**src/design/assert_macros.svh**
```systemverilog
// assertion macros shared by the parser modules
`ifndef ASSERT_MACROS_SVH
`define ASSERT_MACROS_SVH

// plain invariant, checked at every edge out of reset
`define WAVP_ASSERT(lbl, clk, rst_n, expr, msg) \
	lbl: assert property (@(posedge clk) disable iff (!rst_n) (expr)) \
		else $error(msg);

// same-cycle implication
`define WAVP_ASSERT_IMPL(lbl, clk, rst_n, ante, cons, msg) \
	lbl: assert property (@(posedge clk) disable iff (!rst_n) (ante) |-> (cons)) \
		else $error(msg);

// next-cycle implication
`define WAVP_ASSERT_NEXT(lbl, clk, rst_n, ante, cons, msg) \
	lbl: assert property (@(posedge clk) disable iff (!rst_n) (ante) |=> (cons)) \
		else $error(msg);

`endif

```
**src/design/wavp_pkg.sv**
```systemverilog
// types and constants of the wav header and pcm parser
package wavp_pkg;

	localparam logic [1:0] KIND_FORMAT = 2'd0;
	localparam logic [1:0] KIND_SAMPLE = 2'd1;
	localparam logic [1:0] KIND_ERROR  = 2'd2;

	localparam logic [2:0] ERR_NOT_RIFF    = 3'd0;
	localparam logic [2:0] ERR_NOT_WAVE    = 3'd1;
	localparam logic [2:0] ERR_NO_FMT      = 3'd2;
	localparam logic [2:0] ERR_BAD_FORMAT  = 3'd3;
	localparam logic [2:0] ERR_NO_DATA     = 3'd4;
	localparam logic [2:0] ERR_NO_CHANNELS = 3'd5;

	localparam logic [31:0] TAG_RIFF = 32'h4646_4952;
	localparam logic [31:0] TAG_WAVE = 32'h4556_4157;
	localparam logic [31:0] TAG_JUNK = 32'h4B4E_554A;
	localparam logic [31:0] TAG_FMT  = 32'h2074_6D66;
	localparam logic [31:0] TAG_LIST = 32'h5453_494C;
	localparam logic [31:0] TAG_DATA = 32'h6174_6164;

	localparam logic [31:0] FMT_CHUNK_SIZE = 32'd16;
	localparam logic [15:0] FMT_PCM        = 16'd1;
	localparam logic [15:0] BITS_8         = 16'd8;
	localparam logic [15:0] BITS_16        = 16'd16;
	localparam logic [30:0] SAT31          = 31'h7FFF_FFFF;
	localparam logic [7:0]  PCM8_OFFSET    = 8'h80;

	typedef struct packed {
		logic [7:0] file_byte;
		logic       start_of_file;
	} in_item_t;

	typedef struct packed {
		logic [1:0]         kind;
		logic [2:0]         error_code;
		logic signed [15:0] sample_value;
		logic               channel_index;
		logic [30:0]        sample_rate;
		logic [1:0]         used_channels;
		logic [4:0]         bits_per_sample;
		logic [30:0]        frame_count;
		logic               last_sample;
	} out_item_t;

	// controller to datapath
	typedef struct packed {
		logic       restart;
		logic       hdr;
		logic       len2;
		logic       skip;
		logic       samples;
		logic       ld_fmtsize;
		logic       ld_afmt;
		logic       ld_chan;
		logic       ld_rate;
		logic       ld_bits;
		logic       ld_junk;
		logic       ld_list;
		logic       div_start;
		logic       emit_err;
		logic       emit_fmt;
		logic       emit_smp;
		logic [2:0] err_code;
	} cmd_t;

	// datapath to controller
	typedef struct packed {
		logic field_done;
		logic eq_riff;
		logic eq_wave;
		logic eq_junk;
		logic eq_fmt;
		logic eq_list;
		logic eq_data;
		logic size_empty;
		logic bits_ok;
		logic fmt_bad;
		logic chan_zero;
		logic skip_last;
		logic smp_emit;
		logic frames_end;
		logic div_done;
		logic q_zero;
	} status_t;

endpackage

```
**src/design/wavp_div.sv**
```systemverilog
// restoring divider, 32-bit dividend by 16-bit divisor, one quotient bit a cycle
module wavp_div (
	input  logic        clk,
	input  logic        arst_n,
	input  logic        start,
	input  logic [31:0] dividend,
	input  logic [15:0] divisor,
	output logic        done,
	output logic [31:0] quot
);

	logic        run_q;
	logic        done_q;
	logic [4:0]  cnt_q;
	logic [15:0] rem_q;
	logic [15:0] dvs_q;
	logic [31:0] quo_q;
	logic [16:0] shifted;
	logic [16:0] diff;
	logic        ge;

	always_comb begin
		shifted = {rem_q, quo_q[31]};
		diff    = shifted - {1'b0, dvs_q};
		ge      = shifted >= {1'b0, dvs_q};
	end

	always_ff @(posedge clk or negedge arst_n) begin
		if (!arst_n) begin
			run_q  <= 1'b0;
			done_q <= 1'b0;
			cnt_q  <= '0;
		end else if (start) begin
			run_q  <= 1'b1;
			done_q <= 1'b0;
			cnt_q  <= '0;
		end else if (run_q) begin
			cnt_q <= cnt_q + 5'd1;
			if (cnt_q == '1) begin
				run_q  <= 1'b0;
				done_q <= 1'b1;
			end
		end else begin
			done_q <= 1'b0;
		end
	end

	always_ff @(posedge clk) begin
		if (start) begin
			rem_q <= '0;
			dvs_q <= divisor;
			quo_q <= dividend;
		end else if (run_q) begin
			rem_q <= ge ? diff[15:0] : shifted[15:0];
			quo_q <= {quo_q[30:0], ge};
		end
	end

	assign done = done_q;
	assign quot = quo_q;

endmodule

```
**src/design/wavp_datapath.sv**
```systemverilog
// field assembly, header registers, sample counters and result build
module wavp_datapath (
	input  logic               clk,
	input  logic               arst_n,
	input  wavp_pkg::in_item_t in_item,
	input  wavp_pkg::cmd_t     cmd,
	output wavp_pkg::status_t  st,
	output logic               res_valid,
	output wavp_pkg::out_item_t res_item
);

	logic [1:0]  bif_q;
	logic [1:0]  bif_eff;
	logic [1:0]  bif_inc;
	logic [31:0] fs_q;
	logic [31:0] fs_eff;
	logic [31:0] fs_new;
	logic [31:0] skip_q;
	logic [31:0] skip_dec;
	logic [15:0] chan_q;
	logic        is16_q;
	logic [31:0] rate_q;
	logic [30:0] ftot_q;
	logic [30:0] fdone_q;
	logic [31:0] fdone_inc;
	logic [15:0] cif_q;
	logic [15:0] cif_inc;
	logic        frame_wrap;
	logic [7:0]  low_q;
	logic        fmt_bad_q;
	logic        smp_word;
	logic [15:0] smp_value;
	logic        smp_last;
	logic [31:0] div_dividend;
	logic [31:0] div_quot;
	logic        div_done;
	logic [30:0] q_sat;

	wavp_div u_div (
		.clk      (clk),
		.arst_n   (arst_n),
		.start    (cmd.div_start),
		.dividend (div_dividend),
		.divisor  (chan_q),
		.done     (div_done),
		.quot     (div_quot)
	);

	always_comb begin
		// a restart byte sees a fresh field
		bif_eff = cmd.restart ? 2'd0 : bif_q;
		fs_eff  = cmd.restart ? 32'd0 : fs_q;
		fs_new  = fs_eff | ({24'd0, in_item.file_byte} << {bif_eff, 3'b000});
		bif_inc = bif_eff + 2'd1;

		skip_dec   = skip_q - 32'd1;
		cif_inc    = cif_q + 16'd1;
		frame_wrap = cif_inc >= chan_q;
		fdone_inc  = {1'b0, fdone_q} + 32'd1;
		smp_word   = !(is16_q && bif_q == 2'd0);
		smp_value  = is16_q ? {in_item.file_byte, low_q}
		                    : {in_item.file_byte ^ wavp_pkg::PCM8_OFFSET, 8'h00};
		smp_last   = (cif_q == {15'd0, chan_q > 16'd1}) && (fdone_inc == {1'b0, ftot_q});

		div_dividend = is16_q ? {1'b0, fs_new[31:1]} : fs_new;
		q_sat        = div_quot[31] ? wavp_pkg::SAT31 : div_quot[30:0];

		st.field_done = (bif_inc == 2'd0) || (cmd.len2 && bif_inc[1]);
		st.eq_riff    = fs_new == wavp_pkg::TAG_RIFF;
		st.eq_wave    = fs_new == wavp_pkg::TAG_WAVE;
		st.eq_junk    = fs_new == wavp_pkg::TAG_JUNK;
		st.eq_fmt     = fs_new == wavp_pkg::TAG_FMT;
		st.eq_list    = fs_new == wavp_pkg::TAG_LIST;
		st.eq_data    = fs_new == wavp_pkg::TAG_DATA;
		// negative sizes skip nothing
		st.size_empty = (fs_new == 32'd0) || fs_new[31];
		st.bits_ok    = (fs_new[15:0] == wavp_pkg::BITS_8) || (fs_new[15:0] == wavp_pkg::BITS_16);
		st.fmt_bad    = fmt_bad_q;
		st.chan_zero  = chan_q == 16'd0;
		st.skip_last  = skip_dec == 32'd0;
		st.smp_emit   = smp_word && (cif_q[15:1] == 15'd0);
		st.frames_end = smp_word && frame_wrap && (fdone_inc >= {1'b0, ftot_q});
		st.div_done   = div_done;
		st.q_zero     = div_quot == 32'd0;

		res_valid = cmd.emit_err | cmd.emit_fmt | cmd.emit_smp;
		res_item  = '0;
		if (cmd.emit_err) begin
			res_item.kind       = wavp_pkg::KIND_ERROR;
			res_item.error_code = cmd.err_code;
		end else if (cmd.emit_fmt) begin
			res_item.kind            = wavp_pkg::KIND_FORMAT;
			res_item.sample_rate     = rate_q[31] ? wavp_pkg::SAT31 : rate_q[30:0];
			res_item.used_channels   = (chan_q > 16'd1) ? 2'd2 : 2'd1;
			res_item.bits_per_sample = is16_q ? 5'd16 : 5'd8;
			res_item.frame_count     = q_sat;
		end else if (cmd.emit_smp) begin
			res_item.kind          = wavp_pkg::KIND_SAMPLE;
			res_item.sample_value  = $signed(smp_value);
			res_item.channel_index = cif_q[0];
			res_item.last_sample   = smp_last;
		end
	end

	always_ff @(posedge clk or negedge arst_n) begin
		if (!arst_n) begin
			bif_q     <= '0;
			fs_q      <= '0;
			skip_q    <= '0;
			chan_q    <= '0;
			is16_q    <= 1'b0;
			ftot_q    <= '0;
			fdone_q   <= '0;
			cif_q     <= '0;
			fmt_bad_q <= 1'b0;
		end else begin
			if (cmd.hdr) begin
				if (st.field_done) begin
					fs_q  <= '0;
					bif_q <= '0;
				end else begin
					fs_q  <= fs_new;
					bif_q <= bif_inc;
				end
			end
			if (cmd.ld_fmtsize)
				fmt_bad_q <= fs_new != wavp_pkg::FMT_CHUNK_SIZE;
			if (cmd.ld_afmt && fs_new[15:0] != wavp_pkg::FMT_PCM)
				fmt_bad_q <= 1'b1;
			if (cmd.ld_chan)
				chan_q <= fs_new[15:0];
			if (cmd.ld_bits)
				is16_q <= fs_new[15:0] == wavp_pkg::BITS_16;
			// junk is padded to an even size, list is not
			if (cmd.ld_junk)
				skip_q <= fs_new[31] ? 32'd0 : fs_new + {31'd0, fs_new[0]};
			if (cmd.ld_list)
				skip_q <= fs_new[31] ? 32'd0 : fs_new;
			if (cmd.skip)
				skip_q <= skip_dec;
			if (cmd.emit_fmt) begin
				ftot_q  <= q_sat;
				fdone_q <= '0;
				cif_q   <= '0;
			end
			if (cmd.samples) begin
				if (!smp_word) begin
					bif_q <= 2'd1;
				end else begin
					bif_q <= 2'd0;
					if (frame_wrap) begin
						cif_q   <= '0;
						fdone_q <= fdone_inc[30:0];
					end else begin
						cif_q <= cif_inc;
					end
				end
			end
		end
	end

	always_ff @(posedge clk) begin
		if (cmd.ld_rate)
			rate_q <= fs_new;
		if (cmd.samples && !smp_word)
			low_q <= in_item.file_byte;
	end

endmodule

```
**config.mk**
```make
export PLATFORM = sky130hd
export DESIGN_NAME = wavp_datapath
export DESIGN_NICKNAME = d
export VERILOG_FILES = /design/src/design/assert_macros.svh /design/src/design/wavp_pkg.sv /design/src/design/wavp_div.sv /design/src/design/wavp_datapath.sv
export SDC_FILE = /design/constraint.sdc
export NUM_CORES = 1
export LEC_CHECK = 0
export ABC_CLOCK_PERIOD_IN_PS = 8400
export BUFFER_PORTS_ARGS = -buffer_cell sky130_fd_sc_hd__buf_2
export CAP_MARGIN = 15
export CORE_MARGIN = 10
export CORE_UTILIZATION = 37
export DETAILED_ROUTE_END_ITERATION = 6
export SLEW_MARGIN = 20
export SYNTH_ARGS = -nofsm -noshare
export SYNTH_HDL_FRONTEND = slang
export SYNTH_HIERARCHICAL = 1
export SYNTH_SLANG_ARGS = --single-unit
```
**constraint.sdc**
```tcl
create_clock -name clk -period 8.4 [get_ports clk]
set_input_delay 1.68 -clock clk [delete_from_list [all_inputs] [get_ports clk]]
set_output_delay 1.68 -clock clk [all_outputs]
set_load 0.03 [all_outputs]
```
---- Word-level counts from Yosys, hierarchy flattened ----
Index checks and enable logic that the tools add are counted.
Widths: inputs -> output; s select.
word-level totals
  word-level logic and storage cells ...... 119
  register bits ........................... 273
  output and inout bits ................... 109
operators by class
  eq/ne operators ......................... 14
  magnitude comparators ................... 4
  muxes and demuxes ....................... 49
  shifts and indexed selects .............. 1
  add/subtract/negate cells ............... 7
  bitwise operators ....................... 4
  reduce and logical (&&, ||, !) cells .... 23
operators with widths
  cell                   count
  $mux 32                9
  $mux 31                7
  $eq 32x31->1 const B   5
  $logic_not 32->1       3
  $mux 16                6
  $mux 87                1
  $mux 69                1
  $mux 17                2
  $add 31x1->32 const B  1
  $add 32x1->32          1
  $eq 32x30->1 const B   1
  $eq 32x31->1           1
  $ge 32x31->1           1
  $ne 32x5->1 const B    1
  $or 32x32->32          1
  $shl 8x5->32           1
  $sub 32x1->32 const B  1
  $ge 17x16->1           1
  $add 16x1->16 const B  1
  $eq 16x1->1            1
  $eq 16x4->1 const B    1
  $eq 16x5->1 const B    1
  $ge 16x16->1           1
  $gt 16x1->1 const B    1
  other kinds (20)       52

---- Depth between registers and ports, before layout ----
Gate-level depths: netlist of the first run.
  depth after elaboration ................. 8
  depth in mapped cells ................... 15
  gate-level depth less buffers ........... 15

---- Modules after synthesis ----
The synthesis of the first run kept the hierarchy.
by module, submodules not included
  module         area each (sq um)  times used  cells an instance  sequential area each (sq um)
  wavp_datapath  13710.6            1           1665               5255.0
  wavp_div       3656.0             1           319                1936.9

---- Worst setup path before layout of the first run ----
No wires, ideal clock.
  kind .................................... input -> output
  from .................................... in cmd[18] (netlist bit)
  to ...................................... out st[13] (netlist bit)
  path buffers ............................ 2
  data arrival time ....................... 4.169 ns
  stages .................................. 7
  path slack .............................. 2.551 ns
  cell sequence ........................... buf_4 -> buf_4 -> a21oi_2 -> nand4_1 -> a211o_1 -> or4_4 -> nor4_1
RTL lines
  element             line                source
  start: declaration  wavp_datapath.sv:6  input wavp_pkg::cmd_t cmd,
  end: declaration    wavp_datapath.sv:7  output wavp_pkg::status_t st,

==> results.txt, run 1 <==
DP Wirelength: 40700 µm
Hold Path Class: register to register
Syn Area/Cell: 8.75 µm²
required time of the critical path: 6.72 ns
cts hold-fix bufs: 0
Mapped Cells: 1984
Worst slew margin: 24.1%
met1 Use GR: 25.6%
Initial Util: 37.4%
placed cell count: 2645
CP Class: input pin to primary output
vias per cell: 5.68
clk buf depth: 3
Seq cells post-synth: 273
YS warnings: 6
Port-buffer cells: 134
CTS tree: done
Global Route Usage Sum: 19.6%
worst-margin pin slew: 1.14 ns
most frequent CP cell: buf_2
NumNets Final: 2178
Main synth FF type: dfrtp_1
# DRC: 0
number of placed I/O pins: 139
die area: 56000 µm²
Post-Place Setup Slack: 1.67 ns
CP max stage delay: 0.62 ns
Via Count: 15400
Mapped Area: 17400 µm²
crit path buf inv count: 3
crit path DAT: 5.13 ns
endpoints failing setup: 0
Tmin final: 6.81 ns
via count of the first global-routing pass: 15000
# resized after CTS: 0
top cell type's share of synthesized area: 24.4%
hold path depth: 0
num rows: 79
Fill cells: 4680
total gr overflow: 0
critical path launch point type: input pin
post-route antenna net violation count: 0
setup TNS: 0 ns
EDFF count, synth: 88
synth unique cells: 94
Final Max Slew Viols: 0
drt pass-1 iters: 6
Final Skew: 0.0176 ns
drt wl/cell: 21.1 µm
busiest layer in global routing: met2
Routed WL: 57100 µm
first-pass GRT wire length: 88200 µm
Clk Latency, worst-skew pair: 0.55 ns
met3 Use GR: 3.06%
R2R depth: 14
PwrDens: 212 nW/µm²
fmax: 147 MHz
clock transition at the registers of the reported paths: 0.06 ns
initial antenna violation count: 2
Worst path slowest cell: o41ai_1
Leakage: 0.00874 µW
setup ws final: 1.59 ns
fin crit share: 81.0%
sequential cell area: 7190 µm²
post-CTS setup buffer count: 0
Multi-input gate area: 9220 µm²
core box area: 46500 µm²
Die Y: 237 µm
CTS Sinks: 273
RSZ-0062 raised after global routing: false
nature of the critical path endpoint: primary output
Total Power: 4190 µW
layout cells sized above 1: 15.6%
asr flop ratio synth: 61.9%
total stage count of the critical path: 8
Crit Path Max Fanout: 34
main area contributors after synthesis: dfrtp_1 24%, edfxtp_1 15%, nor2_1 5.9%, ha_1 5.3%, nand2_1 3.3%
critical-path cell list: buf_2 -> mux2_2 -> nor2_1 -> inv_1 -> nor4_1 -> nand4_1 -> o41ai_1 -> buf_2
Max Cap Violations: 0
CP top delay family: simple AND/OR/NAND/NOR gates
fin cells: 2707
met2 Use GR: 32.9%
Num CTS Buffers: 34
Die X: 237 µm
initial drt markers: 1375
GP Congestion: 0.915
area leader, netlist: dfrtp_1
CTS root buffer: clkbuf_16
area grow syn2layout: 13.6%
Hold Vio Cnt, Final: 0
H-tree depth: 2
sequential-to-total area share from yosys stat: 41.4%
outcome: finished clean
n_diodes: 0
final instance area: 19700 µm²
largest net degree at the start of global routing: 67
placed inst area: 18600 µm²
peak supply drop: 0.000199 V
## area by class of cell
class | count | share of cell area [%]
Tap cell | 607 | 3.85
Inverter | 130 | 2.49
Sequential cell | 273 | 36.5
Multi-Input combinational cell | 1471 | 46.7
Timing Repair Buffer | 164 | 4.57
Clock inverter | 21 | 1.05
Clock buffer | 41 | 4.87
## synth_stat cells (7+ instances only)
cell	instances
ha_1	73
a21o_1	35
a211oi_1	22
xnor2_1	49
o2bb2ai_1	8
o31ai_1	7
a21oi_1	106
and3_1	24
mux2_2	46
and4_1	9
o22ai_1	8
nand3b_1	15
o21ai_0	108
o21a_1	8
clkbuf_1	88
edfxtp_1	88
a32o_1	11
a31oi_1	28
inv_1	116
nor2b_1	12
nand4_1	39
xor2_1	30
and2_1	23
inv_2	8
nor3_1	47
nand3_1	100
or2_2	11
nand2b_1	32
nand2_1	154
dfxtp_1	16
buf_4	12
dfrtp_1	169
nor4_1	41
nor2_1	273
or3_1	21
## report_power, final
| group | internal, µW | switching [µW] | total, µW |
|---|---|---|---|
| logic | 356 | 634 | 990 |
| registers | 1520 | 133 | 1650 |
| clock network | 939 | 606 | 1540 |
## per-stage QoR
stage	hold slack [ns]	util (%)
after floorplan	0.437	-
after global placement	0.462	40.0
after detailed placement	0.464	40.0
after CTS	0.475	42.5
after global routing	0.491	42.5
final	0.473	42.5
## worst register-to-register path, cell delays in order (launching register included)
cell and delay [ns]:
dfrtp_1 0.47, and3_1 0.20, and3_1 0.23, nand3_1 0.27, nor2_1 0.20, xor2_1 0.25
ha_1 0.30, a21oi_1 0.15, nor2b_1 0.06, o21ai_0 0.16, a211oi_1 0.15, a211o_1 0.25
buf_4 0.23, a21oi_2 0.80, mux2_2 0.30
## layer usage
layer,routed length [µm],up-vias
met4,1360,2
met3,3580,81
li1,-,7271
met5,13,-
met2,27400,528
met1,24700,7481
## path summary, 6_finish.rpt
| check | end | startpoint | slack, ns |
|---|---|---|---|
| min | u_div/dvs_q[13]$_DFFE_PP_ | chan_q[13]$_DFFE_PN0P_ | 0.47 |
| min in group asynchronous | skip_q[19]$_DFFE_PN0P_ | arst_n | 1.03 |
| max reg2reg | fdone_q[0]$_DFF_PN0_ | cif_q[2]$_DFF_PN0_ | 4.32 |
| max | st[8] | cmd[18] | 1.59 |
| max in group asynchronous | is16_q$_DFFE_PN0P_ | arst_n | 6.03 |
| min reg2reg | u_div/dvs_q[13]$_DFFE_PP_ | chan_q[13]$_DFFE_PN0P_ | 0.47 |
## placed cells by master, fill, tap and decap left out, types with 7 or more instances in the layout
cell type / synthesis / routed
buf_4: 12 / 30
and3_1: 24 / 24
o21ai_0: 108 / 108
or2_2: 11 / 11
nand2_1: 154 / 154
mux2_2: 46 / 46
a31oi_1: 28 / 28
o21a_1: 8 / 8
nand2b_1: 32 / 31
xor2_1: 30 / 30
o22ai_1: 8 / 8
nand3_1: 100 / 100
nand4_1: 39 / 39
o31ai_1: 7 / 7
and2_1: 23 / 23
buf_2: 2 / 133
o2bb2ai_1: 8 / 8
ha_1: 73 / 73
a21oi_1: 106 / 105
dfrtp_1: 169 / 168
or3_1: 21 / 21
inv_2: 8 / 8
edfxtp_1: 88 / 88
clkinv_1: 5 / 8
clkinv_2: 0 / 12
and4_1: 9 / 9
dfxtp_1: 16 / 16
inv_1: 116 / 116
nor3_1: 47 / 47
a21oi_2: 6 / 7
nor2_1: 273 / 273
nor4_1: 41 / 41
nor2b_1: 12 / 12
clkbuf_16: 0 / 37
a32o_1: 11 / 11
nand3b_1: 15 / 15
a211oi_1: 22 / 21
a21o_1: 35 / 35
xnor2_1: 49 / 49
## kinds of logic (layout without fill, tap and decap cells)
kind of cell | after synthesis | count (layout) | synth area share (%)
flip-flops | 273 | 273 | 41.4
XOR/XNOR | 79 | 79 | 3.98
adder cells (fa/ha/maj) | 75 | 75 | 5.43
AND/OR/NAND/NOR | 842 | 842 | 24.4
AO/OA/AOI/OAI | 420 | 420 | 15.7
other | 1 | 3 | 0.0216
buffers and inverters | 242 | 356 | 5.69
multiplexers | 52 | 52 | 3.33
## flip-flops by register name (all words and copies together) (netlist names)
register,count
rate_q,32
bif_q,2
is16_q,1
low_q,8
fdone_q,31
u_div/run_q,1
u_div/rem_q,16
u_div/cnt_q,5
cif_q,16
u_div/dvs_q,16
u_div/done,1
fmt_bad_q,1
fs_q,32
u_div/quot,32
ftot_q,31
chan_q,16
skip_q,32
No activity file was read; power rests on OpenSTA's default activity.
==> run 2, diff against run 1 <==
ABC_CLOCK_PERIOD_IN_PS = 6100   (was 8400)
clock period = 6.1 ns   (was 8.4 ns; I/O delays follow)
==> run 2 against run 1 <==
Against the previous run:
- sequential cell count unchanged
- design area rose by 0.94%
- final cell count is 0.59% higher
- clock power rose by 46%
- combinational power increased by 38%
- critical endpoint is now st[2]
- register-to-register slack lost 2.4 ns
- critical path depth is 7 higher
- sequential share of layout area down 0.34 points
- wire length down 0.52%
- count of clock-buffer cells in the layout is 1 higher
- sequential power increased by 38%
- hold slack better by 0.0034 ns
==> results.txt, run 2 (synthesis results as in run 1) <==
outcome: finished clean
CTS root buffer: clkbuf_16
number of placed I/O pins: 139 (unchanged)
internal power: 3990 µW (+42%)
total length of routed met2 wires: 26700 µm (-2.9%)
Fill cells: 4613 (-1.4%)
Final Max Slew Viols: 0 (unchanged)
first-pass GRT wire length: 88300 µm (+0.16%)
fin cells: 2723 (+0.59%)
critical-path cell list: and4_1 -> nand2b_1 -> nand2b_1 -> or3_1 -> or2_2 -> nand2_1 -> ha_1 -> a21o_1 -> a21oi_1 -> nor2b_1 -> o211ai_1 -> a31oi_1 -> a2111oi_0 -> a31oi_1 -> buf_2
area grow syn2layout: 14.7%
CTS tree: done
Sw Pwr: 1910 µW (+39%)
vias per cell: 5.66 (-0.35%)
DR top layer: met4
nature of the critical path endpoint: primary output
Worst slew margin: 25.0% (+0.86 points)
Via Count: 15400 (+0.23%)
required time of the critical path: 4.88 ns (-1.84 ns)
Global Route Usage Sum: 19.6% (about the same)
Final Skew: 0.0204 ns (+0.00284 ns)
Leakage: 0.00882 µW (+0.98%)
Clk Latency, worst-skew pair: 0.55 ns (about the same)
reg2reg setup slack: 1.96 ns (-2.36 ns)
worst-margin pin slew: 1.12 ns (-0.0171 ns)
most frequent cells in the layout: 273 x nor2_1, 168 x dfrtp_1, 154 x nand2_1
RSZ-0062 raised after global routing: false
met3 wire len: 3490 µm (-2.7%)
Die Y: 237 µm (unchanged)
clock power share: 38.2% (+1.3 points)
drt pass-1 iters: 6 (unchanged)
M1 wire length: 24800 µm (+0.62%)
crit path buf inv count: 1 (-2)
PwrDens: 296 nW/µm² (+40%)
GP Congestion: 0.901 (-1.5%)
peak supply drop: 0.000302 V (+52%)
crit path DAT: 4.42 ns (-0.71 ns)
Flop pwr share: 38.6% (-0.9 points)
Max Cap Violations: 0 (unchanged)
num rows: 79 (unchanged)
clock transition at the registers of the reported paths: 0.06 ns (about the same)
die area: 56000 µm² (unchanged)
Crit Path Max Fanout: 7 (-79%)
largest net degree at the start of global routing: 82 (+22%)
Hold Path Class: register to register
NumNets Final: 2194 (+0.73%)
layout cells sized above 1: 16.2% (+0.59 points)
drt wl/cell: 20.8 µm (-1.1%)
CP top delay family: simple AND/OR/NAND/NOR gates
endpoints failing setup: 0 (unchanged)
# DRC: 0 (unchanged)
Port-buffer cells: 134 (unchanged)
core box area: 46500 µm² (unchanged)
Tmin final: 5.64 ns
Gate power share: 23.2% (-0.4 points)
Num CTS Buffers: 35 (+2.9%)
# resized after CTS: 0 (unchanged)
switching share of power: 32.4% (-0.35 points)
Initial Util: 37.4% (unchanged)
Die X: 237 µm (unchanged)
CP max stage delay: 0.54 ns (-0.08 ns)
fin crit share: 92.4%
CP Class: register to primary output
final instance area: 19900 µm² (+0.94%)
most common cell after layout, fill and taps aside: nor2_1
placed cell count: 2660 (+0.57%)
Worst path slowest cell: a2111oi_0
Routed WL: 56800 µm (-0.52%)
DP Wirelength: 40900 µm (+0.44%)
fmax: 177 MHz
critical path launch point type: register
n_diodes: 0 (unchanged)
placed inst area: 18700 µm² (+0.61%)
cts hold-fix bufs: 0 (unchanged)
Hold Vio Cnt, Final: 0 (unchanged)
post-route antenna net violation count: 0 (unchanged)
via count of the first global-routing pass: 15100 (+0.96%)
H-tree depth: 2 (unchanged)
CTS Sinks: 273 (unchanged)
clk buf depth: 3 (unchanged)
total gr overflow: 0 (unchanged)
post-CTS setup buffer count: 0 (unchanged)
initial drt markers: 1394 (+1.4%)
setup TNS: 0 ns (unchanged)
initial antenna violation count: 1 (-1)
==> run 2: routing by layer <==
metal,track usage [%],vias to the layer above
li1,-,7305
met1,25.8,7459
met2,32.3,517
met3,3.11,118
met4,6.39,0
met5,0,-
==> run 2: final timing paths <==
| kind | to | from | cells past startpoint |
|---|---|---|---|
| max | st[2] | fdone_q[0]$_DFF_PN0_ | 15 |
| min | u_div/done$_DFFE_PN0P_ | u_div/done$_DFFE_PN0P_ | 1 |
| max reg2reg | fdone_q[0]$_DFF_PN0_ | cif_q[2]$_DFF_PN0_ | 13 |
| min reg2reg | u_div/done$_DFFE_PN0P_ | u_div/done$_DFFE_PN0P_ | 1 |
| max in group asynchronous | ftot_q[12]$_DFFE_PN0P_ | arst_n | 2 |
| min in group asynchronous | skip_q[21]$_DFFE_PN0P_ | arst_n | 1 |
==> run 2: layout make-up <==
class	count	area [µm²]	area share (%)
multi-input cells	1471	9220	46.3
flip-flops and latches	273	7190	36.1
repair buffers	179	1010	5.09
clock buffers	42	975	4.89
well taps	607	759	3.81
inverters	130	490	2.46
clock inverters	21	267	1.34
==> run 2: power by group through the flow <==
stage	sequential [µW]	combinational (µW)	clock, µW
after floorplan	2230	1030	0
after global placement	2300	1330	0
after detailed placement	2310	1350	0
after CTS	2280	1360	2290
after global routing	2310	1510	2370
final	2280	1370	2250
==> run 2: worst register-to-register path: cells and delay by family, from the launching register on <==
family          cells  cell delay (ns)
buf+inv             1             0.25
fa+ha+maj           1             0.32
compound gates      5             1.49
mux                 1             0.30
simple gates        4             0.93
flops               1             0.46
xor+xnor            1             0.33
==> run 2: through the flow <==
step | utilization, % | hold slack [ns] | worst slack, ns | total power [µW]
floorplan | - | 0.437 | 1.17 | 3260
global placement | 40.2 | 0.461 | 0.918 | 3630
detailed placement | 40.2 | 0.470 | 0.880 | 3660
CTS | 42.9 | 0.483 | 0.442 | 5930
global route | 42.9 | 0.499 | 0.105 | 6190
finish | 42.9 | 0.477 | 0.461 | 5900
==> run 3, diff against run 2 <==
BUFFER_PORTS_ARGS = default   (was -buffer_cell sky130_fd_sc_hd__buf_2)
DONT_BUFFER_PORTS = 1   (was default)
SKIP_CTS_REPAIR_TIMING = 1   (was default)
SYNTH_HIERARCHICAL = default   (was 1)
==> run 3 against run 2 <==
Against the previous run:
- count of clock-buffer cells in the layout grew 1
- final cell count is 5.3% lower
- hold slack got worse by 0.082 ns
- sequential power about the same
- largest cell class unchanged
- wire length down 0.22%
- critical path depth shrank 3
- synthesized area fell by 1.5%
- sequential share of layout area up 2.1 points
- register-to-register slack improved by 0.10 ns
- global-route usage is 0.052 points higher
- setup slack improved by 0.18 ns
==> results.txt, run 3 <==
Final Max Slew Viols: 0 (unchanged)
EDFF count, synth: 88 (unchanged)
number of placed I/O pins: 139 (unchanged)
required time of the critical path: 4.88 ns (about the same)
peak supply drop: 0.000205 V (-32%)
Main synth FF type: dfrtp_1
num rows: 78 (-1.3%)
die area: 55200 µm² (-1.4%)
NumNets Final: 2058 (-6.2%)
Clk Latency, worst-skew pair: 0.53 ns (-0.02 ns)
Crit Path Max Fanout: 9 (+2)
first-pass GRT wire length: 87300 µm (-1.2%)
Mapped Cells: 1999 (+0.76%)
YS warnings: 0 (-6)
outcome: finished clean
CTS tree: done
Via Count: 14900 (-3.2%)
crit path DAT: 4.24 ns (-0.18 ns)
GP Congestion: 0.942 (+4.6%)
# DRC: 0 (unchanged)
core box area: 45600 µm² (-1.9%)
final instance area: 18800 µm² (-5.5%)
vias per cell: 5.78 (+2.2%)
largest net degree at the start of global routing: 170 (+110%)
leading cell type by number of instances after synthesis: nor2_1
Die X: 235 µm (-0.69%)
sequential-to-total area share from yosys stat: 42.0% (+0.63 points)
Port-buffer cells: 0 (-100%)
drt wl/cell: 22.0 µm (+5.3%)
fin util: 41.3% (-1.6 points)
drt pass-1 iters: 5 (-1)
most frequent cells in the layout: 303 x nor2_1, 173 x nand2_1, 168 x dfrtp_1
Critical R2R Capture: skip_q[30]$_DFFE_PN0P_
Routed WL: 56600 µm (-0.22%)
Hold Vio Cnt, Final: 0 (unchanged)
reg2reg setup slack: 2.06 ns (+0.10 ns)
Global Route Usage Sum: 19.7% (+0.052 points)
Max Cap Violations: 0 (unchanged)
RSZ-0062 raised after global routing: false
Seq cells post-synth: 273 (unchanged)
most frequent cells after synthesis: 305 x nor2_1, 173 x nand2_1, 169 x dfrtp_1, 128 x a21oi_1, 122 x o21ai_0
Worst slew margin: 15.5% (-9.5 points)
CTS Sinks: 273 (unchanged)
fin crit share: 89.5% (-2.9 points)
top cell type's share of synthesized area: 24.7% (+0.37 points)
R2R depth: 11 (-2)
Tmin final: 5.46 ns (-0.177 ns)
endpoints failing setup: 0 (unchanged)
Leakage: 0.00797 µW (-9.7%)
area leader, netlist: dfrtp_1
Syn Area/Cell: 8.56 µm² (-2.2%)
placed inst area: 17700 µm² (-5.4%)
Hold Path Class: input pin to asynchronous set/reset pin
initial antenna violation count: 0 (-1)
clk buf depth: 3 (unchanged)
setup TNS: 0 ns (unchanged)
main area contributors after synthesis: dfrtp_1 25%, edfxtp_1 15%, nor2_1 6.7%, ha_1 5.3%, nand2_1 3.8%
total gr overflow: 0 (unchanged)
worst-margin pin slew: 1.26 ns (+0.142 ns)
Final Skew: 0.0141 ns (-0.00639 ns)
CP Class: register to primary output
critical path launch point type: register
FF-to-FF Start: bif_q[0]$_DFFE_PN0P_
H-tree depth: 2 (unchanged)
DP Wirelength: 39800 µm (-2.7%)
layout cells sized above 1: 8.03% (-8.1 points)
PwrDens: 298 nW/µm² (+0.46%)
clock transition at the registers of the reported paths: 0.06 ns (about the same)
CTS root buffer: clkbuf_16
area grow syn2layout: 9.98%
Mapped Area: 17100 µm² (-1.5%)
via count of the first global-routing pass: 14500 (-4.4%)
fmax: 183 MHz (+3.2%)
most common cell after layout, fill and taps aside: nor2_1
n_diodes: 0 (unchanged)
Die Y: 235 µm (-0.69%)
asr flop ratio synth: 61.9% (unchanged)
Initial Util: 37.5% (+0.15 points)
post-route antenna net violation count: 0 (unchanged)
Num CTS Buffers: 34 (-2.9%)
nature of the critical path endpoint: primary output
synth unique cells: 84 (-11%)
initial drt markers: 1414 (+1.4%)
run 3: cell count changes in the layout (fill, tap and decap cells not counted), sizes merged, moves of 14 or more:
cell   delta
a21o     -19
a21oi    +18
buf     -144
mux2     -19
nand2    +19
nand3    -31
nor2     +31
nor2b    +16
o21ai    +15
xnor2    +14
run 3: where the power goes:
group / switching, µW / internal, µW / leakage (µW)
Combinational: 779 / 486 / 0.00419
Clock: 843 / 1220 / 0.000561
Sequential: 184 / 2090 / 0.00322
Total: 1810 / 3790 / 0.00797
run 3: worst max-delay path by stage:
| stage | cells past startpoint | slack (ns) | to | startpoint |
|---|---|---|---|---|
| after floorplan | 7 | 0.79 | st[8] | cmd[18] |
| after global placement | 7 | 1.05 | st[8] | in_item[7] |
| after detailed placement | 7 | 0.99 | st[7] | in_item[7] |
| after CTS | 12 | 0.62 | res_item[0] | fdone_q[3]$_DFF_PN0_ |
| after global routing | 12 | 0.29 | res_item[0] | fdone_q[3]$_DFF_PN0_ |
| final | 12 | 0.64 | res_item[0] | fdone_q[3]$_DFF_PN0_ |
run 3: final cells by class:
cell class | count | area, µm²
clock buffer | 43 | 966
clock inverter | 18 | 168
fill | 4509 | 26800
inverter | 118 | 443
multi-input combinational | 1490 | 9010
sequential | 273 | 7190
tap | 600 | 751
timing repair buffer | 37 | 285
run 3: logic make-up after synthesis:
family | Yosys count | share of synthesized area [%]
simple gates | 851 | 24.3
compound gates | 426 | 15.2
flops | 273 | 42.0
buf+inv | 238 | 5.55
xor+xnor | 94 | 4.81
fa+ha+maj | 74 | 5.46
mux | 42 | 2.66
other cells | 1 | 0.0219
run 3: stage by stage:
step | hold WS, ns | power (µW) | cells | setup slack (ns)
final | 0.395 | 5600 | 2579 | 0.638
after global routing | 0.364 | 5880 | 2579 | 0.287
after global placement | 0.442 | 3520 | 2517 | 1.05
after detailed placement | 0.455 | 3550 | 2517 | 0.986
after CTS | 0.377 | 5630 | 2578 | 0.616
after floorplan | 0.426 | 3260 | 2001 | 0.793
run 3: critical path, cell delays in order (launching register included):
cell and delay (ns):
dfrtp_1 0.42, nand4_1 0.25, nor4_1 0.45, buf_4 0.22
nand4_1 0.37, nor2_1 0.30, xor2_1 0.12, ha_1 0.31
nand4_1 0.14, nor4_1 0.39, inv_1 0.11, nor3_1 0.18
and4_1 0.43
run 3: metal layers:
layer	part of all wire, %	track usage [%]	wire length, µm	vias to the layer above
li1	-	-	-	6982
met2	47	32.1	26700	513
met1	42	25.1	24000	7299
met5	0	0	0	-
met4	3.5	7.33	1980	0
met3	7.0	4.13	3980	117
